File: src/rtl/utat_pkg.sv
`default_nettype none

package utat_pkg;

    localparam logic [6:0] CH_UNKNOWN = 7'h3F;
    localparam logic [6:0] CH_TERM    = 7'h00;

    typedef enum logic [2:0] {
        BC_ASCII,
        BC_LEAD2,
        BC_LEAD3,
        BC_LEAD4,
        BC_CONT,
        BC_BAD
    } byte_class_t;

    typedef struct packed {
        logic [6:0] out_char;
        logic       out_last;
    } res_t;

    // one queue entry: the one or two results caused by one input beat
    typedef struct packed {
        res_t first;
        res_t second;
        logic two;
    } entry_t;

    function automatic byte_class_t classify(input logic [7:0] b);
        byte_class_t c;
        if (!b[7])
            c = BC_ASCII;
        else if (b[7:5] == 3'b110)
            c = BC_LEAD2;
        else if (b[7:4] == 4'b1110)
            c = BC_LEAD3;
        else if (b[7:3] == 5'b11110)
            c = BC_LEAD4;
        else if (b[7:6] == 2'b10)
            c = BC_CONT;
        else
            c = BC_BAD;
        return c;
    endfunction

    // cp is the low byte of a code point in A0..FF
    function automatic logic [6:0] latin1_base(input logic [7:0] cp);
        logic [6:0] ch;
        if (cp == 8'hA1)                      ch = 7'h21; // !
        else if (cp == 8'hBF)                 ch = 7'h3F; // ?
        else if (cp >= 8'hC0 && cp <= 8'hC5)  ch = 7'h41; // A
        else if (cp == 8'hC7)                 ch = 7'h43; // C
        else if (cp >= 8'hC8 && cp <= 8'hCB)  ch = 7'h45; // E
        else if (cp >= 8'hCC && cp <= 8'hCF)  ch = 7'h49; // I
        else if (cp == 8'hD0)                 ch = 7'h44; // D
        else if (cp == 8'hD1)                 ch = 7'h4E; // N
        else if (cp >= 8'hD2 && cp <= 8'hD6)  ch = 7'h4F; // O
        else if (cp >= 8'hD8 && cp <= 8'hDD)  ch = 7'h55; // U
        else if (cp >= 8'hE0 && cp <= 8'hE5)  ch = 7'h61; // a
        else if (cp == 8'hE7)                 ch = 7'h63; // c
        else if (cp >= 8'hE8 && cp <= 8'hEB)  ch = 7'h65; // e
        else if (cp >= 8'hEC && cp <= 8'hEF)  ch = 7'h69; // i
        else if (cp == 8'hF0)                 ch = 7'h64; // d
        else if (cp == 8'hF1)                 ch = 7'h6E; // n
        else if (cp >= 8'hF2 && cp <= 8'hF6)  ch = 7'h6F; // o
        else if (cp >= 8'hF8 && cp <= 8'hFD)  ch = 7'h75; // u
        else if (cp == 8'hFF)                 ch = 7'h79; // y
        else                                  ch = CH_UNKNOWN;
        return ch;
    endfunction

endpackage

`default_nettype wire

File: src/rtl/utat_in_if.sv
`default_nettype none

interface utat_in_if;
    logic       valid;
    logic       ready;
    logic [7:0] in_byte;
    logic       end_mark;

    modport source (output valid, output in_byte, output end_mark, input ready);
    modport sink   (input valid, input in_byte, input end_mark, output ready);
endinterface

`default_nettype wire

File: src/rtl/utat_out_if.sv
`default_nettype none

interface utat_out_if;
    logic       valid;
    logic       ready;
    logic [6:0] out_char;
    logic       out_last;

    modport source (output valid, output out_char, output out_last, input ready);
    modport sink   (input valid, input out_char, input out_last, output ready);
endinterface

`default_nettype wire

File: src/rtl/utat_front.sv
`default_nettype none

module utat_front
    import utat_pkg::*;
(
    input  wire logic   clk,
    input  wire logic   rst_n,
    utat_in_if.sink     in_ch,
    output logic        push,
    output entry_t      push_data,
    input  wire logic   full
);

    logic        lead_held_reg, lead_held_next;
    logic [4:0]  lead_bits_reg, lead_bits_next;
    logic [1:0]  skip_reg, skip_next;

    logic        accept;
    byte_class_t cls;
    logic        fr_emit;
    logic [6:0]  fr_char;
    logic        fr_hold;
    logic [1:0]  fr_skip;
    logic        in_range;
    logic [6:0]  pair_char;

    assign in_ch.ready = !full;
    assign accept      = in_ch.valid && in_ch.ready;
    assign cls         = classify(in_ch.in_byte);

    // two-byte points A0..FF: lead 2 with cont bit 5 set, or lead 3
    assign in_range  = (lead_bits_reg == 5'd3) ||
                       ((lead_bits_reg == 5'd2) && in_ch.in_byte[5]);
    assign pair_char = in_range ? latin1_base({lead_bits_reg[1:0], in_ch.in_byte[5:0]})
                                : CH_UNKNOWN;

    // handling of a byte with nothing held and no skip pending
    always_comb
    begin
        fr_emit = 1'b1;
        fr_char = CH_UNKNOWN;
        fr_hold = 1'b0;
        fr_skip = 2'd0;
        unique case (cls)
            BC_ASCII: fr_char = in_ch.in_byte[6:0];
            BC_LEAD2:
            begin
                fr_emit = 1'b0;
                fr_hold = 1'b1;
            end
            BC_LEAD3: fr_skip = 2'd2;
            BC_LEAD4: fr_skip = 2'd3;
            BC_CONT,
            BC_BAD:   fr_char = CH_UNKNOWN;
        endcase
    end

    always_comb
    begin
        lead_held_next   = lead_held_reg;
        lead_bits_next   = lead_bits_reg;
        skip_next        = skip_reg;
        push             = 1'b0;
        push_data.first  = '{out_char: CH_UNKNOWN, out_last: 1'b0};
        push_data.second = '{out_char: CH_TERM, out_last: 1'b1};
        push_data.two    = 1'b0;
        if (accept)
        begin
            priority if (in_ch.end_mark)
            begin
                lead_held_next = 1'b0;
                lead_bits_next = 5'd0;
                skip_next      = 2'd0;
                push           = 1'b1;
                if (lead_held_reg)
                    push_data.two = 1'b1;
                else
                    push_data.first = '{out_char: CH_TERM, out_last: 1'b1};
            end
            else if (skip_reg != 2'd0)
            begin
                skip_next = skip_reg - 2'd1;
            end
            else if (lead_held_reg && cls == BC_CONT)
            begin
                lead_held_next  = 1'b0;
                lead_bits_next  = 5'd0;
                push            = 1'b1;
                push_data.first = '{out_char: pair_char, out_last: 1'b0};
            end
            else
            begin
                lead_held_next = fr_hold;
                lead_bits_next = fr_hold ? in_ch.in_byte[4:0] : 5'd0;
                skip_next      = fr_skip;
                if (lead_held_reg)
                begin
                    // broken pair: '?' then the byte taken afresh
                    push             = 1'b1;
                    push_data.two    = fr_emit;
                    push_data.second = '{out_char: fr_char, out_last: 1'b0};
                end
                else
                begin
                    push            = fr_emit;
                    push_data.first = '{out_char: fr_char, out_last: 1'b0};
                end
            end
        end
    end

    always_ff @(posedge clk or negedge rst_n)
    begin
        if (!rst_n)
        begin
            lead_held_reg <= 1'b0;
            lead_bits_reg <= 5'd0;
            skip_reg      <= 2'd0;
        end
        else
        begin
            lead_held_reg <= lead_held_next;
            lead_bits_reg <= lead_bits_next;
            skip_reg      <= skip_next;
        end
    end

    a_hold_skip_excl: assert property (@(posedge clk) disable iff (!rst_n)
        !(lead_held_reg && skip_reg != 2'd0))
        else $error("lead held while skipping");

    a_end_clears: assert property (@(posedge clk) disable iff (!rst_n)
        (accept && in_ch.end_mark) |=> (!lead_held_reg && skip_reg == 2'd0))
        else $error("end marker left state behind");

endmodule

`default_nettype wire

File: src/rtl/utat_queue.sv
`default_nettype none

module utat_queue
    import utat_pkg::*;
#(
    parameter int DEPTH = 4
)
(
    input  wire logic   clk,
    input  wire logic   rst_n,
    input  wire logic   push,
    input  wire entry_t push_data,
    output logic        full,
    input  wire logic   pop,
    output entry_t      pop_data,
    output logic        empty
);

    localparam int PTR_W = (DEPTH > 1) ? $clog2(DEPTH) : 1;
    localparam int CNT_W = $clog2(DEPTH + 1);
    localparam logic [PTR_W-1:0] PTR_LAST = PTR_W'(DEPTH - 1);
    localparam logic [CNT_W-1:0] CNT_FULL = CNT_W'(DEPTH);

    entry_t           slot_reg [DEPTH];
    logic [PTR_W-1:0] wr_ptr_reg, wr_ptr_next;
    logic [PTR_W-1:0] rd_ptr_reg, rd_ptr_next;
    logic [CNT_W-1:0] count_reg, count_next;

    assign full     = (count_reg == CNT_FULL);
    assign empty    = (count_reg == '0);
    assign pop_data = slot_reg[rd_ptr_reg];

    always_comb
    begin
        wr_ptr_next = wr_ptr_reg;
        rd_ptr_next = rd_ptr_reg;
        count_next  = count_reg;
        if (push)
            wr_ptr_next = (wr_ptr_reg == PTR_LAST) ? '0 : wr_ptr_reg + 1'b1;
        if (pop)
            rd_ptr_next = (rd_ptr_reg == PTR_LAST) ? '0 : rd_ptr_reg + 1'b1;
        if (push && !pop)
            count_next = count_reg + 1'b1;
        else if (pop && !push)
            count_next = count_reg - 1'b1;
    end

    always_ff @(posedge clk)
    begin
        if (push)
            slot_reg[wr_ptr_reg] <= push_data;
    end

    always_ff @(posedge clk or negedge rst_n)
    begin
        if (!rst_n)
        begin
            wr_ptr_reg <= '0;
            rd_ptr_reg <= '0;
            count_reg  <= '0;
        end
        else
        begin
            wr_ptr_reg <= wr_ptr_next;
            rd_ptr_reg <= rd_ptr_next;
            count_reg  <= count_next;
        end
    end

    a_no_overflow: assert property (@(posedge clk) disable iff (!rst_n)
        push |-> !full)
        else $error("push into full queue");

    a_no_underflow: assert property (@(posedge clk) disable iff (!rst_n)
        pop |-> !empty)
        else $error("pop from empty queue");

endmodule

`default_nettype wire

File: src/rtl/utat_back.sv
`default_nettype none

module utat_back
    import utat_pkg::*;
(
    input  wire logic   clk,
    input  wire logic   rst_n,
    output logic        pop,
    input  wire entry_t pop_data,
    input  wire logic   empty,
    utat_out_if.source  out_ch
);

    logic       out_valid_reg, out_valid_next;
    res_t       out_res_reg, out_res_next;
    logic       sec_pend_reg, sec_pend_next;
    res_t       sec_reg, sec_next;
    logic       load_ok;

    assign out_ch.valid    = out_valid_reg;
    assign out_ch.out_char = out_res_reg.out_char;
    assign out_ch.out_last = out_res_reg.out_last;

    assign load_ok = !out_valid_reg || out_ch.ready;
    assign pop     = load_ok && !sec_pend_reg && !empty;

    always_comb
    begin
        out_valid_next = out_valid_reg;
        out_res_next   = out_res_reg;
        sec_pend_next  = sec_pend_reg;
        sec_next       = sec_reg;
        if (load_ok)
        begin
            priority if (sec_pend_reg)
            begin
                out_valid_next = 1'b1;
                out_res_next   = sec_reg;
                sec_pend_next  = 1'b0;
            end
            else if (!empty)
            begin
                out_valid_next = 1'b1;
                out_res_next   = pop_data.first;
                sec_pend_next  = pop_data.two;
                sec_next       = pop_data.second;
            end
            else
            begin
                out_valid_next = 1'b0;
            end
        end
    end

    always_ff @(posedge clk)
    begin
        out_res_reg <= out_res_next;
        sec_reg     <= sec_next;
    end

    always_ff @(posedge clk or negedge rst_n)
    begin
        if (!rst_n)
        begin
            out_valid_reg <= 1'b0;
            sec_pend_reg  <= 1'b0;
        end
        else
        begin
            out_valid_reg <= out_valid_next;
            sec_pend_reg  <= sec_pend_next;
        end
    end

    a_second_behind_first: assert property (@(posedge clk) disable iff (!rst_n)
        sec_pend_reg |-> out_valid_reg)
        else $error("second result pending with no first on output");

endmodule

`default_nettype wire

File: src/rtl/utf8_to_ascii_transliterator.sv
// UTF-8 to ASCII transliterator.
// in_ch carries one beat per UTF-8 byte (in_byte) or an end marker (end_mark=1).
// out_ch carries ASCII characters (out_char); out_last=1 marks the terminator
// beat (out_char 0) that closes a string.
// Throughput: one input beat per cycle while the queue is not full. Each beat
// gives zero, one or two results; the output drains one result per cycle while
// out_ch is ready, so a beat with two results (broken pair, end marker after a
// held lead) sends them one after the other. The accepting edge writes the
// queue, and the output register is loaded from the queue once it is free, so
// a beat's first result reaches out_ch through both; a second result follows.
// The front end decodes and writes results to a QUEUE_DEPTH-entry queue; in_ch
// ready drops only while that queue is full. The back end keeps one output
// register, so a stalled receiver holds out_ch steady and input continues to
// be taken until the queue fills.
// Reset clears any held lead and skip count and empties the queue; no
// clearing pass is needed, in_ch is ready as soon as reset is released.
`default_nettype none

module utf8_to_ascii_transliterator
    import utat_pkg::*;
#(
    parameter int QUEUE_DEPTH = 4
)
(
    input  wire logic   clk,
    input  wire logic   rst_n,
    utat_in_if.sink     in_ch,
    utat_out_if.source  out_ch
);

    logic   push;
    entry_t push_data;
    logic   full;
    logic   pop;
    entry_t pop_data;
    logic   empty;

    utat_front u_front (
        .clk       (clk),
        .rst_n     (rst_n),
        .in_ch     (in_ch),
        .push      (push),
        .push_data (push_data),
        .full      (full)
    );

    utat_queue #(
        .DEPTH (QUEUE_DEPTH)
    ) u_queue (
        .clk       (clk),
        .rst_n     (rst_n),
        .push      (push),
        .push_data (push_data),
        .full      (full),
        .pop       (pop),
        .pop_data  (pop_data),
        .empty     (empty)
    );

    utat_back u_back (
        .clk      (clk),
        .rst_n    (rst_n),
        .pop      (pop),
        .pop_data (pop_data),
        .empty    (empty),
        .out_ch   (out_ch)
    );

endmodule

`default_nettype wire

File: src/flat_wrapper.sv
// flat-port wrapper written by rule: the top's interface ports become plain ports
module utf8_to_ascii_transliterator_flat import utat_pkg::*;
#(
    parameter int QUEUE_DEPTH = 4
)
  (clk, rst_n, in_ch_valid, in_ch_in_byte, in_ch_end_mark, in_ch_ready, out_ch_valid, out_ch_out_char, out_ch_out_last, out_ch_ready);
  utat_in_if in_ch_i ();
  utat_out_if out_ch_i ();
  input  wire logic clk;
  input  wire logic rst_n;
  input wire logic [$bits(in_ch_i.valid)-1:0] in_ch_valid;
  input wire logic [$bits(in_ch_i.in_byte)-1:0] in_ch_in_byte;
  input wire logic [$bits(in_ch_i.end_mark)-1:0] in_ch_end_mark;
  output wire logic [$bits(in_ch_i.ready)-1:0] in_ch_ready;
  output wire logic [$bits(out_ch_i.valid)-1:0] out_ch_valid;
  output wire logic [$bits(out_ch_i.out_char)-1:0] out_ch_out_char;
  output wire logic [$bits(out_ch_i.out_last)-1:0] out_ch_out_last;
  input wire logic [$bits(out_ch_i.ready)-1:0] out_ch_ready;
  assign in_ch_i.valid = in_ch_valid;
  assign in_ch_i.in_byte = in_ch_in_byte;
  assign in_ch_i.end_mark = in_ch_end_mark;
  assign in_ch_ready = in_ch_i.ready;
  assign out_ch_valid = out_ch_i.valid;
  assign out_ch_out_char = out_ch_i.out_char;
  assign out_ch_out_last = out_ch_i.out_last;
  assign out_ch_i.ready = out_ch_ready;
  utf8_to_ascii_transliterator #(.QUEUE_DEPTH(QUEUE_DEPTH)) u_core (.clk(clk), .rst_n(rst_n), .in_ch(in_ch_i), .out_ch(out_ch_i));
endmodule
File: config.mk
export PLATFORM = sky130hd
export DESIGN_NAME = utf8_to_ascii_transliterator_flat
export DESIGN_NICKNAME = d
export VERILOG_FILES = /design/src/rtl/utat_pkg.sv /design/src/rtl/utat_in_if.sv /design/src/rtl/utat_out_if.sv /design/src/rtl/utat_front.sv /design/src/rtl/utat_queue.sv /design/src/rtl/utat_back.sv /design/src/rtl/utf8_to_ascii_transliterator.sv /design/src/flat_wrapper.sv
export SDC_FILE = /design/constraint.sdc
export NUM_CORES = 1
export LEC_CHECK = 0
export ABC_AREA = 1
export BUFFER_PORTS_ARGS = -buffer_cell sky130_fd_sc_hd__buf_4
export CORE_MARGIN = 2
export CORE_UTILIZATION = 40
export DETAILED_ROUTE_END_ITERATION = 7
export PLACE_DENSITY_LB_ADDON = 0.1
export RECOVER_POWER = 50
export SLEW_MARGIN = 40
export SYNTH_ARGS = -nofsm -noshare
export SYNTH_HDL_FRONTEND = slang
export SYNTH_HIERARCHICAL = 1
export SYNTH_SLANG_ARGS = --single-unit
File: constraint.sdc
create_clock -name clk -period 2.81 [get_ports clk]
set_input_delay 0 -clock clk [delete_from_list [all_inputs] [get_ports clk]]
set_output_delay 0 -clock clk [all_outputs]
set_load 0.02 [all_outputs]
* Word level (Yosys, flattened, before mapping)
Memory sizes are Yosys's and may differ from the RTL's. Cells that the tools add are included.
Storage, ports and cells: memory bits (read-only) 0, memories kept 1, register bits after elaboration 33, output and inout bits 10, word-level logic and storage cells 165, latch bits 0, memory bits (writable) 68, input bits 13
Operators by class: add/subtract/negate cells 5, reductions and logical operators 33, order comparisons 20, shifts and indexed selects 0, $mul 0, div/mod/pow operators 0, equal/unequal tests 25, muxes and demuxes 67, bitwise operators 2
Memories:
- u_core.u_queue.slot_reg | words 4, width 17, read ports 1, clocked after memory_dff 0, write ports 1, RTL line utat_queue.sv:24 | entry_t slot_reg [DEPTH];
Operator list (count):
- 7-bit two-way mux | 22
- 8-bit >= comparator, second input constant | 10
- 8-bit less-or-equal comparator, second input constant | 10
- 8-bit equality test, second input constant | 9
- 8-bit two-way mux | 6
- 17-bit two-way mux | 2
- 5-bit two-way mux | 4
- 1-bit two-way mux | 19
- 3-bit two-way mux | 6
- 9-bit two-way mux | 2
- 1-bit logical AND | 17
- 5-bit by 2-bit equality test with 1-bit output, second input constant | 2
- 2-bit two-way mux | 5
- 3-bit equality test, second input constant | 3
- 2-bit equality test, second input constant | 3
- 3-bit by 2-bit equality test with 1-bit output, second input constant | 2
- 1-bit zero test | 6
- 3-bit zero test | 2
- 2-bit AND reduction | 3
- 5-bit equality test, second input constant | 1
- 2-bit by 1-bit adder with 2-bit output, second input constant | 2
- 4-bit equality test, second input constant | 1
- 2-bit case mux with 2 select lines | 1
- 2-bit nonzero test | 2
- 10 further kinds | 12

* Longest topological paths before layout
Gate-level depths: netlist of the first run.
depth in word-level cells 25, depth in mapped cells 15, mapped depth without buffers 15

* Cells and area by module
Netlist of the first run, hierarchy kept.
Modules (own cells, without submodules):
- utat_queue | times used 1, cells each 249, area an instance 3165.5 um^2, sequential area each 2217.1 um^2
- utat_front | times used 1, cells each 202, area an instance 1131.1 um^2, sequential area each 200.2 um^2
- utat_back | times used 1, cells each 58, area an instance 696.9 um^2, sequential area each 530.5 um^2

* Worst setup path before layout of the first run
OpenSTA, ideal clock, no wires.
kind reg-to-reg, from register u_core.u_queue.count_reg[2], to register u_core.u_queue.count_reg[2], stages on the path, launching flop included 15, required time 2.693 ns, buffers on the path 0, setup time 0.117 ns, data arrival time 2.268 ns, period minus slack after synthesis 2.385 ns, path slack 0.425 ns, path through dfrtp_1 > inv_1 > nor3_1 > inv_1 > nand2_1 > inv_1 > o21ai_0 > a21oi_1 > ha_1 > inv_1 > fa_1 > nand2_1 > nand3_1 > nand2_1 > nand2_1
Between the ends: cells in the longest elaborated chain, start to end 7, elaborated cells between the ends (all ways) 16, classes of those cells 2 x add/sub; 1 x eq/ne; 3 x mux; 10 x reduce/logical
RTL lines:
- start, declared | RTL line utat_queue.sv:27 | logic [CNT_W-1:0] count_reg, count_next;
- start signal, assigned | RTL line utat_queue.sv:66 | count_reg <= count_next;
- 3-bit equality test (*) | RTL line utat_queue.sv:29 | assign full = (count_reg == CNT_FULL);
- named net u_core.full | RTL line utf8_to_ascii_transliterator.sv:33 | logic full;
- 1-bit zero test (*) | RTL line utat_front.sv:27 | assign in_ch.ready = !full;
- named net in_ch_ready | RTL line flat_wrapper.sv:14 | output wire logic [$bits(in_ch_i.ready)-1:0] in_ch_ready;
- 1-bit logical AND (*) | RTL line utat_front.sv:28 | assign accept = in_ch.valid && in_ch.ready;
- 1-bit two-way mux (*) | RTL line utat_front.sv:67 | if (accept)
- named net u_core.push | RTL line utf8_to_ascii_transliterator.sv:31 | logic push;
- 1-bit zero test | RTL line utat_queue.sv:44 | else if (pop && !push)
- 1-bit logical AND | RTL line utat_queue.sv:44
- 2-bit nonzero test (no source line)
Mark *: on every way through the listed nets, which the timed path passes. The rest lies on a longest branch. The select of a mux whose other input is x is not followed. A chain may end at the register's enable or synchronous reset.

* Final worst setup path of the first run
from register u_core.u_queue.count_reg[2], to memory u_core/u_queue/slot_reg[2][5] in the netlist's numbering, enable pin
Between the ends: cells in the longest elaborated chain, start to end 6
RTL lines:
- 3-bit equality test | RTL line utat_queue.sv:29
- named net u_core.full | RTL line utf8_to_ascii_transliterator.sv:33
- 1-bit zero test | RTL line utat_front.sv:27
- 1-bit logical AND | RTL line utat_front.sv:28
- 1-bit two-way mux | RTL line utat_front.sv:67
- named net u_core.push | RTL line utf8_to_ascii_transliterator.sv:31
- 1-bit two-way mux | RTL line utat_queue.sv:50 | if (push)
- 1-bit two-way mux (implied by the code) | RTL line utat_queue.sv:51 | slot_reg[wr_ptr_reg] <= push_data;
- end, declared | RTL line utat_queue.sv:24
The timed path passes the listed nets, and every way through them passes these cells.

==> results of run 1 <==
-- metal layers --
metal	vias up	GRT usage [%]	part of all wire [%]
li1	1753	-	-
met1	1613	22.76	47
met2	73	28.03	48
met3	9	3.766	3.9
met4	0	5.873	1.1
met5	-	0	0
-- worst max-delay path, cell delays in order, from the launching register on --
cell and delay [ns]:
dfrtp_1 0.40, inv_1 0.08, nor3_1 0.04, inv_1 0.07
nand2_1 0.06, inv_1 0.08, o21ai_0 0.18, a21oi_1 0.25
clkbuf_1 0.28, nand2_1 0.09, inv_1 0.47
-- power groups by stage --
| stage | clock [mW] | combinational [mW] | sequential [mW] |
|---|---|---|---|
| floorplan | 0 | 1.16 | 2.36 |
| global placement | 0 | 1.66 | 2.32 |
| detailed placement | 0 | 1.69 | 2.33 |
| CTS | 1.22 | 1.70 | 2.30 |
| global route | 1.27 | 1.82 | 2.34 |
| finish | 1.19 | 1.58 | 2.29 |
-- final cells by class --
cell class / count / area [µm²]
Fill cell: 1195 / 6558
Sequential cell: 101 / 2948
Multi-Input combinational cell: 312 / 1604
Inverter: 81 / 309.0
Clock buffer: 10 / 229.0
Tap cell: 168 / 210.2
Timing Repair Buffer: 31 / 201.4
Clock inverter: 5 / 52.55
-- cells in the mapped netlist, types with 2 or more instances --
master / number
o211ai_1: 27
nand4_1: 8
o211ai_2: 9
nand3_1: 10
edfxtp_1: 84
o22ai_1: 3
nand2_4: 2
inv_1: 72
nor3_1: 10
a21oi_1: 13
nand2_1: 140
o2111ai_1: 2
o21ai_0: 13
ha_1: 6
inv_2: 7
nor2_1: 45
buf_2: 7
nor2_2: 3
a21oi_2: 2
o21ai_1: 3
nand2_2: 5
nor3_2: 2
dfrtp_1: 17
inv_4: 2
buf_6: 4
buf_4: 3
-- stage by stage --
stage / util [%] / instance area, µm²
floorplan: - / 4994
global placement: 43.99 / 5328
detailed placement: 43.99 / 5328
CTS: 46.48 / 5629
global route: 45.86 / 5554
finish: 45.86 / 5554
-- cell families (layout without fill, tap and decap cells) --
family | after synthesis | in the layout | synth area share, %
simple gates | 229 | 229 | 19.77
flops | 101 | 101 | 59.03
buf+inv | 96 | 127 | 8.319
compound gates | 75 | 75 | 10.80
fa+ha+maj | 7 | 7 | 1.904
xor+xnor | 1 | 1 | 0.1754
-- worst paths after layout --
kind / start / end / slack [ns] / cells after the start
hold reg to reg: u_core/u_front/lead_bits_reg[3] / u_core/u_front/lead_bits_reg[3] / 0.49 / 2
setup reg to reg: u_core/u_queue/count_reg[2] / u_core/u_queue/slot_reg[2][5] / 0.44 / 10
min in group asynchronous: rst_n / u_core/u_front/skip_reg[0] / 0.33 / 2
setup / recovery: u_core/u_queue/count_reg[2] / u_core/u_queue/slot_reg[2][5] / 0.44 / 10
hold / removal: in_ch_end_mark / u_core/u_front/skip_reg[0] / 0.03 / 4
max in group asynchronous: rst_n / u_core/u_queue/rd_ptr_reg[0] / 1.89 / 2
-- what timing repair did --
action	in CTS	in global routing
endpoints found under the setup margin	0	0
setup buffers	0	0
endpoints found under the hold margin	19	0
hold buffers	2	0
==> out/metrics.csv, run 1 <==
metric,value,unit
outcome,finished clean,
dp_cells,691,
p_clk_share,23.5,%
post_cts_resized,0,
drtIter0Drc,284,
critPathKind,register to register,
setup_violations,0,
track_usage,17.14,%
ys_seq_area_share,59.03,%
synth-seq-cells,101,
dp_hpwl,7709,µm
pwr-share-seq,45.2,%
synth_top_cell_area_share,50.51,%
crit_arrival,2.34,ns
fp.dieW,115.7,µm
fin_hold_ws,0.02999,ns
globalplace.congestion,0.8531,
grt_pass1_wl,17460,µm
post-route-drc-count,0,
numCtsBuffers,9,
fin_tns_setup,0,ns
clock.fmax,422.3,MHz
ctsHtreeMaxLevel,3,
largest_reg_flops,68,
synth-main-ff-cell,edfxtp_1,
hold_viol,0,
yosys-top-cells-area,"edfxtp_1 (51%), nand2_1 (11%), dfrtp_1 (8.5%), inv_1 (5.4%), o211ai_1 (4.1%)",
cts_tree,done,
antenna_found_initial,0,
critPathRequiredTime,2.78,ns
max_cap_viol_count,0,
firstDrtPassIters,4,
rsz0062_at_grt,false,
finalClockSkew,0.004022,ns
postSynth.asyncResetShare,16.83,%
start_util,41.23,%
final_common_cell,nand2_1,
drive_above_1_share,10.56,%
coreArea,12110,µm²
syn_area_per_cell,9.810,µm²
io_pins,23,
wl_per_cell,15.12,µm
cts-root-buf,clkbuf_16,
grt_pass1_vias,3388,
final_nets,556,
crit_path_max_fanout,17,
final_cell_mix,"nand2_1 (142), edfxtp_1 (84), inv_1 (75)",
io_buffer_count,22,
clkLatencyLatePin,0.34,ns
power,5.063,mW
synth_edf_count,84,
slew-limit-headroom,35.60,%
leakage,2.374,nW
synth_cells,509,
synth_top_area_cell,edfxtp_1,
critPathCaptureType,register,
period_minus_slack,2.368,ns
avgViaCountPerCell,4.870,
die_h,115.7,µm
worst_slack,0.4419,ns
grt_max_degree,46,
p_sw,1.761,mW
syn_area,4994,µm²
num_rows,40,
hp-class,primary input to register,
ir_worst_vdd,0.3895,mV
ant_nets,0,
powerDensity,911.6,nW/µm²
power_frac_comb,31.3,%
ys_types,36,
pre_cts_ws,0.5581,ns
clock_path_buffers,2,
layout.cells.non_filler,708,
critPathLaunchType,register,
cts.clk_slew.worst_paths,0.06,ns
die_area,13390,µm²
vias,3448,
grt-ovfl-total,0,
swShare,34.79,%
wirelength,10710,µm
clock-sinks,101,
syn_nets,529,
drv_slew,0,
intPower,3.302,mW
yosysWarnings,6,
worstMarginPinSlew,0.9660,ns
area_delta_synth_final,11.23,%
num_antenna_cells,0,
period_share,84.28,%
(Power assumes the default switching activity.)
==> run 2: changes to the inputs <==
ABC_AREA = 0   (was 1)
clock period = 2.46 ns   (was 2.81 ns; I/O delays follow)
==> run 2 against run 1 <==
- flip-flop and latch count is the same
- clock skew grew 0.0016 ns
- first-iteration DRC count shrank 43%
- via count shrank 20%
- fmax grew 8.1%
- synthesized cell count shrank 39%
- global-route usage shrank 1.4 points
- critical path depth shrank 3
==> out/metrics.csv, run 2 <==
metric,value,unit,change
syn_area_per_cell,15.10,µm²,was 9.810 µm²
fin_tns_setup,0,ns,unchanged
synth_top_area_cell,edfxtp_1,,unchanged
yosysMostFrequentCell,edfxtp_1,,was nand2_1
period_share,89.06,%,was 84.28%
numCtsBuffers,9,,unchanged
period_minus_slack,2.191,ns,was 2.368 ns
clock_path_buffers,2,,unchanged
num_rows,39,,was 40
postSynth.asyncResetShare,16.83,%,unchanged
ctsHtreeMaxLevel,3,,unchanged
synth_edf_count,84,,unchanged
power,5.696,mW,was 5.063 mW
ant_nets,0,,unchanged
worstMarginPinSlew,1.007,ns,was 0.9660 ns
syn_area,4726,µm²,was 4994 µm²
placedInstanceArea,5097,µm²,was 5328 µm²
final_area,5383,µm²,was 5554 µm²
syn_nets,333,,was 529
coreArea,11470,µm²,was 12110 µm²
num_antenna_cells,0,,unchanged
crit_chain,"nor3b_2, nor2b_1, o21ai_0, nor2_1, clkbuf_1, and2_1, buf_2",,"was inv_1, nor3_1, inv_1, nand2_1, inv_1, o21ai_0, a21oi_1, clkbuf_1, nand2_1, inv_1"
dp_hpwl,6156,µm,was 7709 µm
largest_reg_flops,68,,unchanged
clock-sinks,101,,unchanged
area_delta_synth_final,13.90,%,was 11.23%
firstDrtPassIters,4,,unchanged
synth-main-ff-cell,edfxtp_1,,unchanged
cts_tree,done,,unchanged
grt_pass1_wl,15280,µm,was 17460 µm
path_buf_inv,2,,was 5
vias,2772,,was 3448
synth-seq-cells,101,,unchanged
cp-startpoint,u_core/u_queue/count_reg[2],,unchanged
avgViaCountPerCell,5.566,,was 4.870
grt-ovfl-total,0,,unchanged
wirelength,9316,µm,was 10710 µm
setup_violations,0,,unchanged
ys_seq_area_share,62.38,%,was 59.03%
critPathRequiredTime,2.44,ns,was 2.78 ns
hold_viol,0,,unchanged
cts.clk_slew.worst_paths,0.07,ns,was 0.06 ns
final_nets,371,,was 556
multi_input_area,1608,µm²,was 1604 µm²
seqCellArea,2948,µm²,unchanged
yosys-top-cells-area,"edfxtp_1 (53%), dfrtp_1 (9.0%), mux4_1 (5.0%), mux4_2 (3.8%), mux2_2 (2.6%)",,"was edfxtp_1 (51%), nand2_1 (11%), dfrtp_1 (8.5%), inv_1 (5.4%), o211ai_1 (4.1%)"
slew-limit-headroom,32.85,%,was 35.60%
cts-root-buf,clkbuf_16,,unchanged
final_common_cell,edfxtp_1,,was nand2_1
clock.fmax,456.5,MHz,was 422.3 MHz
ir_worst_vdd,0.5165,mV,was 0.3895 mV
finalClockSkew,0.005651,ns,was 0.004022 ns
io_buffer_count,22,,unchanged
rr_startpoint,u_core/u_queue/count_reg[2],,unchanged
ys_types,67,,was 36
critPathLaunchType,register,,unchanged
die_area,12700,µm²,was 13390 µm²
crit_path_max_fanout,17,,unchanged
synthTopCellsByCount,"edfxtp_1 (84), nor2_1 (20), o21ai_0 (19), dfrtp_1 (17), nand3_1 (14)",,"was nand2_1 (140), edfxtp_1 (84), inv_1 (72), nor2_1 (45), o211ai_1 (27)"
track_usage,15.73,%,was 17.14%
hp-class,primary input to register,,unchanged
antenna_found_initial,0,,unchanged
post-route-drc-count,0,,unchanged
cpMaxStageDelayCell,buf_2,,was inv_1
rsz0062_at_grt,false,,unchanged
leakage,1.880,nW,was 2.374 nW
drive_above_1_share,19.44,%,was 10.56%
synth_top_cell_area_share,53.38,%,was 50.51%
drtIter0Drc,162,,was 284
critPathMaxStageDelay,0.41,ns,was 0.47 ns
final_cell_mix,"edfxtp_1 (84), nor2_1 (21), buf_4 (20), o21ai_0 (20), dfrtp_1 (17)",,"was nand2_1 (142), edfxtp_1 (84), inv_1 (75)"
synth_cells,313,,was 509
outcome,finished clean,,unchanged
fill_cells,1002,,was 1195
hp-start,in_ch_valid,,was in_ch_end_mark
critPathCaptureType,register,,unchanged
final_util,46.94,%,was 45.86%
io_pins,23,,unchanged
powerDensity,1058,nW/µm²,was 911.6 nW/µm²
grt_max_degree,21,,was 46
yosysWarnings,6,,unchanged
clkLatencyLatePin,0.34,ns,about the same
critPathKind,register to register,,unchanged
fp.dieW,112.7,µm,was 115.7 µm
globalplace.congestion,0.8585,,was 0.8531
grt_pass1_vias,2794,,was 3388
start_util,41.21,%,was 41.23%
path_delay_family,simple AND/OR/NAND/NOR gates,,was buffers and inverters
cts_setup_buffers,0,,unchanged
crit_arrival,2.17,ns,was 2.34 ns
die_h,112.7,µm,was 115.7 µm
drv_slew,0,,unchanged
wl_per_cell,18.71,µm,was 15.12 µm
max_cap_viol_count,0,,unchanged
==> run 2: changes by cell type after synthesis, sizes merged, moves of 6 or more <==
cell / change
mux2: +11
a21oi: -9
and2: +6
nor2: -26
nor3b: +7
nor3: -7
nand2: -136
o211ai: -35
nand4: -8
mux4: +17
inv: -69
==> run 2: worst reg2reg max path, cell delays in order, from the launching register on <==
cell      delay, ns
dfrtp_1        0.40
nor3b_2        0.17
nor2b_1        0.15
o21ai_0        0.13
nor2_1         0.17
clkbuf_1       0.24
and2_1         0.16
buf_2          0.41
==> run 2: per-layer routing <==
layer	global-route usage [%]	wire [µm]	vias to the layer above
met2	23.71	4257	55
met5	0	0	-
li1	-	-	1314
met3	4.017	363	6
met4	4.878	71	0
met1	22.62	4624	1397
==> run 2: path summary, 6_finish.rpt <==
check | endpoint | slack (ns) | depth (start not counted)
min | u_core/u_front/skip_reg[0] | 0.003 | 4
max | u_core/u_queue/slot_reg[3][5] | 0.27 | 7
min reg2reg | u_core/u_queue/count_reg[2] | 0.49 | 1
max reg2reg | u_core/u_queue/slot_reg[3][5] | 0.27 | 7
max in group asynchronous | u_core/u_front/lead_bits_reg[1] | 1.50 | 2
min in group asynchronous | u_core/u_back/sec_pend_reg | 0.34 | 2
==> run 2: logic make-up after synthesis <==
logic type / synth area share (%)
simple gates: 11.91
compound gates: 8.579
fa+ha+maj: 2.012
xor+xnor: 0.5561
buf+inv: 3.124
mux: 11.44
flops: 62.38
==> run 2: where the power goes <==
part           internal, mW  switching [mW]  leakage, nW
clock                 0.988           0.594        0.160
sequential             2.40           0.139        0.954
combinational         0.696           0.879        0.766
==> run 2: repair_timing <==
| action | 4_1_cts | 5_1_grt |
|---|---|---|
| hold buffers | 5 | 0 |
| resized for setup | 0 | 0 |
| hold endpoints to repair | 21 | 0 |
| endpoints found under the setup margin | 0 | 0 |
==> run 2: metrics by stage <==
step / hold slack (ns) / setup WS [ns] / instances
global placement: -0.1115 / 0.4047 / 478
floorplan: -0.2956 / 0.1003 / 313
global route: 0.04325 / 0.06714 / 498
finish: 0.003455 / 0.2692 / 498
CTS: 0.009251 / 0.2743 / 498
detailed placement: -0.1095 / 0.2913 / 478
==> run 2: cell type report <==
cell class / count / share of cell area [%]
clock buffer: 9 / 4.184
multi-input combinational: 185 / 29.87
sequential: 101 / 54.77
timing repair buffer: 42 / 4.974
tap: 143 / 3.324
clock inverter: 6 / 2.046
inverter: 12 / 0.8368
==> run 3: changes to the inputs <==
CORE_ASPECT_RATIO = 1.2   (was unset)
==> run 3 against run 2 <==
- final cell count up 3.0%
- sequential share of layout area up 0.38 points
- clock-buffer cell count up 3
- core utilization down 0.73 points
- fmax down 3.0%
- highest routed layer unchanged
==> out/metrics.csv, run 3 (synthesis results as in run 2) <==
metric,value,unit,change
outcome,finished clean,,unchanged
power,5.409,mW,was 5.696 mW
met3WireLength,256,µm,was 363 µm
period_minus_slack,2.259,ns,was 2.191 ns
ant_nets,0,,unchanged
placedInstanceArea,5111,µm²,was 5097 µm²
critPathLaunchType,register,,unchanged
clock_path_buffers,2,,unchanged
final_cell_mix,"edfxtp_1 (84), buf_4 (22), nor2_1 (21)",,"was edfxtp_1 (84), nor2_1 (21), buf_4 (20), o21ai_0 (20), dfrtp_1 (17)"
grt-ovfl-total,0,,unchanged
grt_pass1_wl,15030,µm,was 15280 µm
die_area,12700,µm²,about the same
grt_pass1_vias,2711,,was 2794
die_h,123.1,µm,was 112.7 µm
largest_reg_flops,68,,unchanged
fin_tns_setup,0,ns,unchanged
cts.clk_slew.worst_paths,0.07,ns,about the same
avgViaCountPerCell,5.439,,was 5.566
slew-limit-headroom,33.96,%,was 32.85%
final_area,5345,µm²,was 5383 µm²
clock-sinks,101,,unchanged
wl_per_cell,18.81,µm,was 18.71 µm
num_rows,43,,was 39
vias,2790,,was 2772
final_common_cell,edfxtp_1,,unchanged
rr_worst_depth,5,,was 7
ir_worst_vdd,0.3474,mV,was 0.5165 mV
finalClockSkew,0.009067,ns,was 0.005651 ns
coreArea,11570,µm²,was 11470 µm²
leakage,1.841,nW,was 1.880 nW
p_sw,1.627,mW,was 1.612 mW
r2r_slack,0.20,ns,was 0.27 ns
swShare,30.07,%,was 28.31%
fp.dieW,103.2,µm,was 112.7 µm
dp_hpwl,6334,µm,was 6156 µm
ctsHtreeMaxLevel,3,,unchanged
met1_length,4387,µm,was 4624 µm
pre_cts_ws,0.1580,ns,was 0.2913 ns
fin_hold_ws,0.02709,ns,was 0.003455 ns
cts_setup_buffers,0,,unchanged
cts_tree,done,,unchanged
drive_above_1_share,18.54,%,was 19.44%
io_pins,23,,unchanged
num_antenna_cells,0,,unchanged
power_frac_comb,29.4,%,was 27.7%
wirelength,9648,µm,was 9316 µm
final_nets,371,,unchanged
hp-class,primary input to register,,unchanged
drtIter0Drc,150,,was 162
rsz0062_at_grt,false,,unchanged
worstMarginPinSlew,0.9906,ns,was 1.007 ns
setup_violations,0,,unchanged
worst_slack,0.2008,ns,was 0.2692 ns
clkLatencyLatePin,0.34,ns,about the same
numCtsBuffers,9,,unchanged
critPathCaptureType,register,,unchanged
grt_max_degree,21,,unchanged
fill_cells,1057,,was 1002
period_share,91.84,%,was 89.06%
crit_arrival,2.29,ns,was 2.17 ns
antenna_found_initial,0,,unchanged
crit_path_max_fanout,8,,was 17
cts-root-buf,clkbuf_16,,unchanged
critPathKind,register to register,,unchanged
drv_slew,0,,unchanged
track_usage,16.26,%,was 15.73%
globalplace.congestion,0.9259,,was 0.8585
rr_startpoint,u_core/u_queue/count_reg[2],,unchanged
p_clk_share,23.5,%,was 27.8%
cp-startpoint,u_core/u_queue/count_reg[2],,unchanged
start_util,40.85,%,was 41.21%
post-route-drc-count,0,,unchanged
critPathRequiredTime,2.49,ns,was 2.44 ns
clock.fmax,442.6,MHz,was 456.5 MHz
intPower,3.782,mW,was 4.083 mW
io_buffer_count,22,,unchanged
area_delta_synth_final,13.11,%,was 13.90%
powerDensity,1012,nW/µm²,was 1058 nW/µm²
pwr-share-seq,47.1,%,was 44.6%
firstDrtPassIters,4,,unchanged
max_cap_viol_count,0,,unchanged
top_layer,met4,,unchanged
wl_met2,4859,µm,was 4257 µm
crit_end,u_core/u_queue/slot_reg[3][14],,was u_core/u_queue/slot_reg[3][5]
r2r-end,u_core/u_queue/slot_reg[3][14],,was u_core/u_queue/slot_reg[3][5]
hold_viol,0,,unchanged
## run 3: power groups by stage
stage | combinational (mW) | clock [mW] | sequential, mW
after floorplan | 1.12 | 0 | 2.64
after global placement | 1.72 | 0 | 2.57
after detailed placement | 1.73 | 0 | 2.59
after CTS | 1.74 | 1.31 | 2.55
after global routing | 1.77 | 1.38 | 2.59
final | 1.59 | 1.27 | 2.55
## run 3: how the worst min path moves through the flow
stage                     slack [ns]             start                         endpoint  cells past startpoint
after global placement         -0.12             rst_n       u_core/u_back/sec_pend_reg                      1
after CTS                       0.02  in_ch_in_byte[3]  u_core/u_front/lead_bits_reg[3]                      2
after floorplan                -0.30             rst_n       u_core/u_back/out_ch.valid                      0
final                           0.03  in_ch_in_byte[3]  u_core/u_front/lead_bits_reg[3]                      2
after global routing            0.04  in_ch_in_byte[6]       u_core/u_front/skip_reg[1]                      3
after detailed placement       -0.11             rst_n       u_core/u_back/out_ch.valid                      1
## run 3: per-stage QoR
| stage | utilization, % | std cells |
|---|---|---|
| after CTS | 46.97 | 513 |
| after global routing | 46.21 | 513 |
| final | 46.21 | 513 |
| after floorplan | - | 313 |
| after detailed placement | 44.19 | 491 |
| after global placement | 44.15 | 491 |
## run 3: worst max-delay path: stages (launching register included)
cell and delay, ns:
dfrtp_1 0.41, nor3b_4 0.19, nor3b_4 0.40, nand2_1 0.25
nor3b_1 0.45, a31oi_1 0.26
## run 3: final cells by class
cell class / count / area, µm² / area share, %
Timing Repair Buffer: 42 / 279.0 / 5.220
Sequential cell: 101 / 2948 / 55.15
Tap cell: 157 / 196.4 / 3.675
Clock inverter: 4 / 25.02 / 0.4682
Multi-Input combinational cell: 185 / 1615 / 30.22
Clock buffer: 12 / 236.5 / 4.424
Inverter: 12 / 45.04 / 0.8427
## run 3: repair_timing
action | CTS | global route
gates resized for setup | 0 | 1
setup endpoints to repair | 0 | 1
hold buffers | 6 | 0
endpoints found under the hold margin | 22 | 0
## run 3: per-layer routing
layer	vias to the layer above	global-route usage, %
met5	-	0
met2	41	26.10
met1	1431	21.81
met3	9	3.505
li1	1309	-
met4	0	5.921
